File: config.mk
export PLATFORM = sky130hd
export DESIGN_NAME = tet4_div
export DESIGN_NICKNAME = d
export VERILOG_FILES = /design/src/tet4_pkg.sv /design/src/tet4_div.sv
export VERILOG_INCLUDE_DIRS = /design/src /design/src/src
export SDC_FILE = /design/constraint.sdc
export NUM_CORES = 2
export LEC_CHECK = 0
export BUFFER_PORTS_ARGS = -buffer_cell sky130_fd_sc_hd__buf_2
export CAP_MARGIN = 40
export CORE_AREA = 2 2 398 400
export CTS_CLUSTER_DIAMETER = 50
export DETAILED_ROUTE_END_ITERATION = 12
export DIE_AREA = 0 0 400 402
export PLACE_DENSITY_LB_ADDON = 0.12
export SLEW_MARGIN = 20
export SYNTH_ARGS = -nofsm -noshare
export SYNTH_HDL_FRONTEND = slang
export SYNTH_SLANG_ARGS = --single-unit
export TNS_END_PERCENT = 50
File: constraint.sdc
create_clock -name clk -period 52.2 [get_ports clk]
set_clock_uncertainty 0.15 [all_clocks]
set_input_delay 7.83 -clock clk [delete_from_list [all_inputs] [get_ports clk]]
set_output_delay 7.83 -clock clk [all_outputs]
set_load 0.02 [all_outputs]
File: src/tet4_element_stiffness_macros.svh
// Assertion macros for the tetrahedron stiffness block
`ifndef TET4_ELEMENT_STIFFNESS_MACROS_SVH
`define TET4_ELEMENT_STIFFNESS_MACROS_SVH
`ifndef ASSERT_OFF
`define ASSERT_IMPL(label, clk, rst, prop) \
  label: assert property (@(posedge clk) disable iff (rst) (prop)) else $error("assertion failed");
`define ASSERT_NEVER(label, clk, rst, expr) \
  label: assert property (@(posedge clk) disable iff (rst) !(expr)) else $error("assertion failed");
`else
`define ASSERT_IMPL(label, clk, rst, prop)
`define ASSERT_NEVER(label, clk, rst, expr)
`endif
`endif

File: src/tet4_pkg.sv
// Shared types and constants for the tetrahedron stiffness block
package tet4_pkg;
  localparam int CoordFracBits = 16;
  localparam int ValueWidth = 48;
  localparam int OutFracBits = 16;
  localparam int CfgWidth = 32;
  localparam int WideW = 256;
  localparam logic [0:0] CfgYoung = 1'b0;
  localparam logic [0:0] CfgPoisson = 1'b1;

  typedef logic signed [WideW-1:0] wide_t;

  typedef enum logic [3:0] {
    ST_COLLECT, ST_EDGE, ST_GRAD, ST_DET, ST_DEN, ST_DOT, ST_NUM,
    ST_DIV_START, ST_DIV_WAIT, ST_EMIT, ST_OUT
  } state_t;

  // Multiplier job toward the shared unit
  typedef struct packed {
    logic start;
    wide_t a;
    wide_t b;
  } mul_req_t;

  typedef struct packed {
    logic done;
    wide_t p;
  } mul_rsp_t;
endpackage

File: src/tet4_div.sv
// Shared restoring divider: one quotient bit per cycle, round half up
module tet4_div (
  input  logic clk,
  input  logic rst,
  input  logic start,
  input  logic [tet4_pkg::WideW-1:0] num,
  input  logic [tet4_pkg::WideW-1:0] den,
  output logic done,
  output logic [tet4_pkg::WideW-1:0] quo
);
  import tet4_pkg::*;
  localparam int CntW = $clog2(WideW + 1);

  logic busy;
  logic [CntW-1:0] cnt;
  logic [WideW-1:0] n;
  logic [WideW-1:0] d;
  logic [WideW:0] r;
  logic [WideW:0] r_sh;
  logic [WideW:0] r_fin;

  assign r_sh = {r[WideW-1:0], n[WideW-1]};
  assign r_fin = {r[WideW-1:0], 1'b0};

  always_ff @(posedge clk) begin
    if (rst) begin
      busy <= 1'b0;
      done <= 1'b0;
    end else begin
      done <= 1'b0;
      if (start) begin
        busy <= 1'b1;
        n <= num;
        d <= den;
        r <= '0;
        quo <= '0;
        cnt <= CntW'(WideW);
      end else if (busy) begin
        if (cnt == '0) begin
          busy <= 1'b0;
          done <= 1'b1;
          if (r_fin >= {1'b0, d}) quo <= quo + 1'b1;
        end else begin
          n <= n << 1;
          cnt <= cnt - 1'b1;
          if (r_sh >= {1'b0, d}) begin
            r <= r_sh - {1'b0, d};
            quo <= {quo[WideW-2:0], 1'b1};
          end else begin
            r <= r_sh;
            quo <= {quo[WideW-2:0], 1'b0};
          end
        end
      end
    end
  end

  `include "tet4_element_stiffness_macros.svh"
  `ASSERT_NEVER(a_div_start_busy, clk, rst, start && busy)
  `ASSERT_IMPL(a_div_done_pulse, clk, rst, done |=> !done)
  `ASSERT_IMPL(a_div_done_after_busy, clk, rst, done |-> $past(busy))
endmodule

==> flow_results.xml <==
<?xml version="1.0" encoding="UTF-8"?>
<metrics>
  <group name="hold_path">
    <metric name="min_delay_worst_endpoint" unit="">done</metric>
    <metric name="hold_removal_path_class" unit="">reg2reg</metric>
    <metric name="hold_depth" unit="">1</metric>
    <metric name="worst_hold_startpoint" unit="">busy</metric>
  </group>
  <group name="final_layout">
    <metric name="final_core_utilization" unit="">0.495</metric>
    <metric name="final_nets" unit="">8597</metric>
    <metric name="final_area" unit="um^2">77700</metric>
    <metric name="syn_to_final_growth" unit="%">16.4</metric>
    <metric name="post_layout_nonfiller_instances" unit="">10000</metric>
    <metric name="drive_above_1_share" unit="">0.177</metric>
  </group>
  <group name="route">
    <metric name="vias" unit="">59400</metric>
    <metric name="drt-total-wl" unit="um">236000</metric>
    <metric name="vias_per_cell" unit="">5.92</metric>
    <metric name="wl_per_cell" unit="um">23.5</metric>
    <metric name="remaining_drc_errors" unit="">0</metric>
    <metric name="first_pass_iteration_count_of_the_detailed_router" unit="">8</metric>
    <metric name="detail_route.iter0.violations" unit="">5289</metric>
    <metric name="drtAntennaViolNets" unit="">0</metric>
  </group>
  <group name="worst_setup_path">
    <metric name="cpPeakStageDelay" unit="ps">620</metric>
    <metric name="critical_path_required" unit="ps">52510</metric>
    <metric name="worstPathArrival" unit="ps">10680</metric>
    <metric name="worstSetupStartpointType" unit="">input port</metric>
    <metric name="worstSetupEndpointType" unit="">flip-flop</metric>
    <metric name="r2r_setup_slack" unit="ps">45570</metric>
    <metric name="rr_endpoint" unit="">r[250]</metric>
    <metric name="worstRegToRegCells" unit="">20</metric>
    <metric name="cp_common_cell" unit="">sky130_fd_sc_hd__buf_4</metric>
    <metric name="timing.critical_path.cells" unit="">buf_8 -&gt; a21oi_1 -&gt; nor2_4 -&gt; buf_4 -&gt; buf_4 -&gt; buf_16 -&gt; buf_4 -&gt; buf_16</metric>
    <metric name="timing.setup.critical_path_class" unit="">in2reg</metric>
    <metric name="worst_path_max_delay_cell" unit="">sky130_fd_sc_hd__buf_4</metric>
    <metric name="critical_path_peak_fanout" unit="">64</metric>
    <metric name="path_delay_family" unit="">buffers and inverters</metric>
    <metric name="critical_path_depth" unit="">8</metric>
    <metric name="critPathBufInv" unit="">6</metric>
    <metric name="reg2reg_from" unit="">d[0]</metric>
  </group>
  <group name="placed_design">
    <metric name="finalWeightedCongestion" unit="">1.00</metric>
    <metric name="placed_cell_area" unit="um^2">72500</metric>
    <metric name="post-place-cells" unit="">9735</metric>
    <metric name="numPortBuffers" unit="">771</metric>
    <metric name="dpl.hpwl" unit="um">179000</metric>
  </group>
  <group name="synthesis">
    <metric name="synth_instances" unit="">7223</metric>
    <metric name="synth_async_sr_flop_share" unit="">0</metric>
    <metric name="synth_cell_type_count" unit="">96</metric>
    <metric name="synth_seq_cells" unit="">1035</metric>
    <metric name="synth_top_flop_cell" unit="">sky130_fd_sc_hd__edfxtp_1</metric>
    <metric name="synth_enable_flop_cells" unit="">1033</metric>
    <metric name="synth.avg_cell_area" unit="um^2">9.25</metric>
    <metric name="synth_sequential_area_ratio" unit="">0.465</metric>
    <metric name="synth_fp_nets" unit="">7997</metric>
    <metric name="syn-cell-area" unit="um^2">66800</metric>
    <metric name="synthesis.yosys.warnings" unit="">0</metric>
  </group>
  <group name="floorplan">
    <metric name="die_area" unit="um^2">161000</metric>
    <metric name="fp.coreArea" unit="um^2">157000</metric>
    <metric name="die_width" unit="um">400</metric>
    <metric name="floorplan.initialDensity" unit="">0.425</metric>
    <metric name="number_of_standard_cell_rows_in_the_floorplan" unit="">146</metric>
    <metric name="fp.dieH" unit="um">402</metric>
    <metric name="top_level_ports" unit="">772</metric>
  </group>
  <group name="sta">
    <metric name="timing.final.crit_share" unit="">0.199</metric>
    <metric name="final_hold_viol_count" unit="">0</metric>
    <metric name="timing.max_slew.rel_slack" unit="">0.255</metric>
    <metric name="grt_setup_unrepaired" unit="">no</metric>
    <metric name="number_of_max_slew_violations_in_the_final_report" unit="">0</metric>
    <metric name="finalCriticalPeriod" unit="ps">10370</metric>
    <metric name="setup_tns_final" unit="ps">0</metric>
    <metric name="setup_viol" unit="">0</metric>
    <metric name="tightest_slew" unit="ps">1120</metric>
    <metric name="max_clock_freq" unit="GHz">0.0965</metric>
  </group>
  <group name="clock_tree">
    <metric name="htree_num_levels" unit="">4</metric>
    <metric name="clk_root_buffer_cell" unit="">sky130_fd_sc_hd__clkbuf_16</metric>
    <metric name="cts_resized" unit="">0</metric>
    <metric name="cts_hold_buffers" unit="">0</metric>
    <metric name="clk_pin_slew_worst_paths" unit="ps">60</metric>
    <metric name="postCtsSetupRepairBufs" unit="">0</metric>
    <metric name="tritoncts" unit="">done</metric>
    <metric name="clk_latency" unit="ps">790</metric>
    <metric name="clock-sinks" unit="">1035</metric>
    <metric name="cts_made_buffers" unit="">145</metric>
    <metric name="ctsLongestPathBuffers" unit="">3</metric>
  </group>
  <group name="global_route">
    <metric name="grt_antenna_before_repair" unit="">71</metric>
    <metric name="global_route.usage.total" unit="">0.283</metric>
    <metric name="grt_pass1_wl" unit="um">351000</metric>
    <metric name="global_route.overflow_total" unit="">0</metric>
    <metric name="grt_pass1_vias" unit="">56800</metric>
    <metric name="maximum_number_of_pins_on_one_net_before_global_route_repair" unit="">228</metric>
  </group>
  <group name="power">
    <metric name="power.density_cell_area" unit="nW/um^2">35.0</metric>
    <metric name="power.leakage" unit="nW">28.7</metric>
    <metric name="vdd_ir_drop_max" unit="V">0.0000342</metric>
  </group>
  <group name="outcome">
    <metric name="status" unit="">completed</metric>
  </group>
  <group name="job">
    <metric name="cap_violations" unit="">0</metric>
  </group>
</metrics>
[synthesized netlist by cell type, drive strengths merged (16+ instances only)]
cell type | number | area share
and4 | 22 | 0.0029
a21o | 63 | 0.0071
inv | 367 | 0.021
nor4 | 68 | 0.0070
xor2 | 141 | 0.018
ha | 258 | 0.048
and3 | 59 | 0.0056
mux2 | 256 | 0.043
a21oi | 807 | 0.060
or3 | 46 | 0.0043
edfxtp | 1033 | 0.46
nor2 | 660 | 0.037
nand3 | 266 | 0.020
a31oi | 31 | 0.0029
or4 | 16 | 0.0019
a21boi | 26 | 0.0029
a32oi | 18 | 0.0024
nand4 | 245 | 0.023
o21a | 41 | 0.0046
o31ai | 33 | 0.0037
or2 | 29 | 0.0027
buf | 24 | 0.0018
o21ai | 480 | 0.036
a211oi | 175 | 0.020
nand2b | 20 | 0.0019
o211ai | 56 | 0.0063
nand2 | 958 | 0.054
nor3 | 163 | 0.013
o21bai | 80 | 0.0090
xnor2 | 198 | 0.026
clkbuf | 369 | 0.021
and2 | 22 | 0.0021
[worst max path at each step]
stage | start | to | slack, ps
detailed placement | start | n[89] | 39990
floorplan | start | cnt[0] | 20380
global route | start | n[112] | 41660
finish | start | n[109] | 41830
global placement | start | n[187] | 39890
CTS | start | n[110] | 40880
[power by group]
group / internal [W] / switching, W / leakage, nW
logic: 0.000229 / 0.000427 / 16.3
clock network: 0.000600 / 0.000413 / 2.39
registers: 0.00100 / 0.0000468 / 9.97
total: 0.00183 / 0.000887 / 28.7
[per-layer routing]
| layer | GRT usage | routed length (um) | part of all wire | vias up |
|---|---|---|---|---|
| li1 | - | - | - | 27900 |
| met1 | 0.378 | 100000 | 0.42 | 28800 |
| met2 | 0.440 | 107000 | 0.45 | 2242 |
| met3 | 0.0668 | 18000 | 0.076 | 478 |
| met4 | 0.119 | 10400 | 0.044 | 58 |
| met5 | 0 | 363 | 0.0015 | - |
[state kept, by name (all words and copies together) (netlist names)]
signal,count
d,256
busy,1
done,1
r,256
n,256
cnt,9
quo,256
[kinds of logic (layout without fill, tap and decap cells)]
group                      Yosys count  in the layout  share of synthesized area
DFF                               1035           1035                      0.465
buffers and inverters              760           1475                     0.0431
muxes                              265            265                     0.0445
AOI/OAI and AO/OA                 1938           1938                      0.172
xor gates and xnor gates           339            339                     0.0445
other                                0             28                          0
adders and majority gates          259            259                     0.0486
and+or+nand+nor                   2627           2627                      0.182
[stage by stage]
step / hold WS [ps] / power (W) / setup WS [ps]
global route: 384 / 0.00284 / 41660
global placement: 353 / 0.00170 / 39890
finish: 366 / 0.00272 / 41830
detailed placement: 358 / 0.00170 / 39990
CTS: 369 / 0.00273 / 40880
floorplan: 322 / 0.00151 / 20380
[area by class of cell]
class / instances / area [um^2]
Fill cell: 15100 / 79400
Multi-Input combinational cell: 5428 / 32900
Sequential cell: 1035 / 31100
Timing Repair Buffer: 846 / 4790
Clock buffer: 160 / 3710
Tap cell: 2072 / 2590
Inverter: 367 / 1380
Clock inverter: 102 / 1240
Antenna cell: 28 / 70.1
[layout by cell type (no fill, tap or decap), types with 41 or more instances in the layout]
master                      instances
sky130_fd_sc_hd__nor3_1           159
sky130_fd_sc_hd__a21oi_1          807
sky130_fd_sc_hd__clkbuf_16        145
sky130_fd_sc_hd__a21o_1            63
sky130_fd_sc_hd__buf_4             41
sky130_fd_sc_hd__or3_1             46
sky130_fd_sc_hd__a211oi_1         174
sky130_fd_sc_hd__mux2_2           256
sky130_fd_sc_hd__nand3_1          263
sky130_fd_sc_hd__o211ai_1          56
sky130_fd_sc_hd__nand2_1          957
sky130_fd_sc_hd__ha_1             258
sky130_fd_sc_hd__o21ai_0          473
sky130_fd_sc_hd__nand4_1          241
sky130_fd_sc_hd__xnor2_1          198
sky130_fd_sc_hd__buf_2            776
sky130_fd_sc_hd__xor2_1           141
sky130_fd_sc_hd__edfxtp_1        1033
sky130_fd_sc_hd__nor4_1            63
sky130_fd_sc_hd__o21a_1            41
sky130_fd_sc_hd__and3_1            56
sky130_fd_sc_hd__o21bai_1          80
sky130_fd_sc_hd__inv_1            366
sky130_fd_sc_hd__nor2_1           656
(Power assumes the default switching activity.)
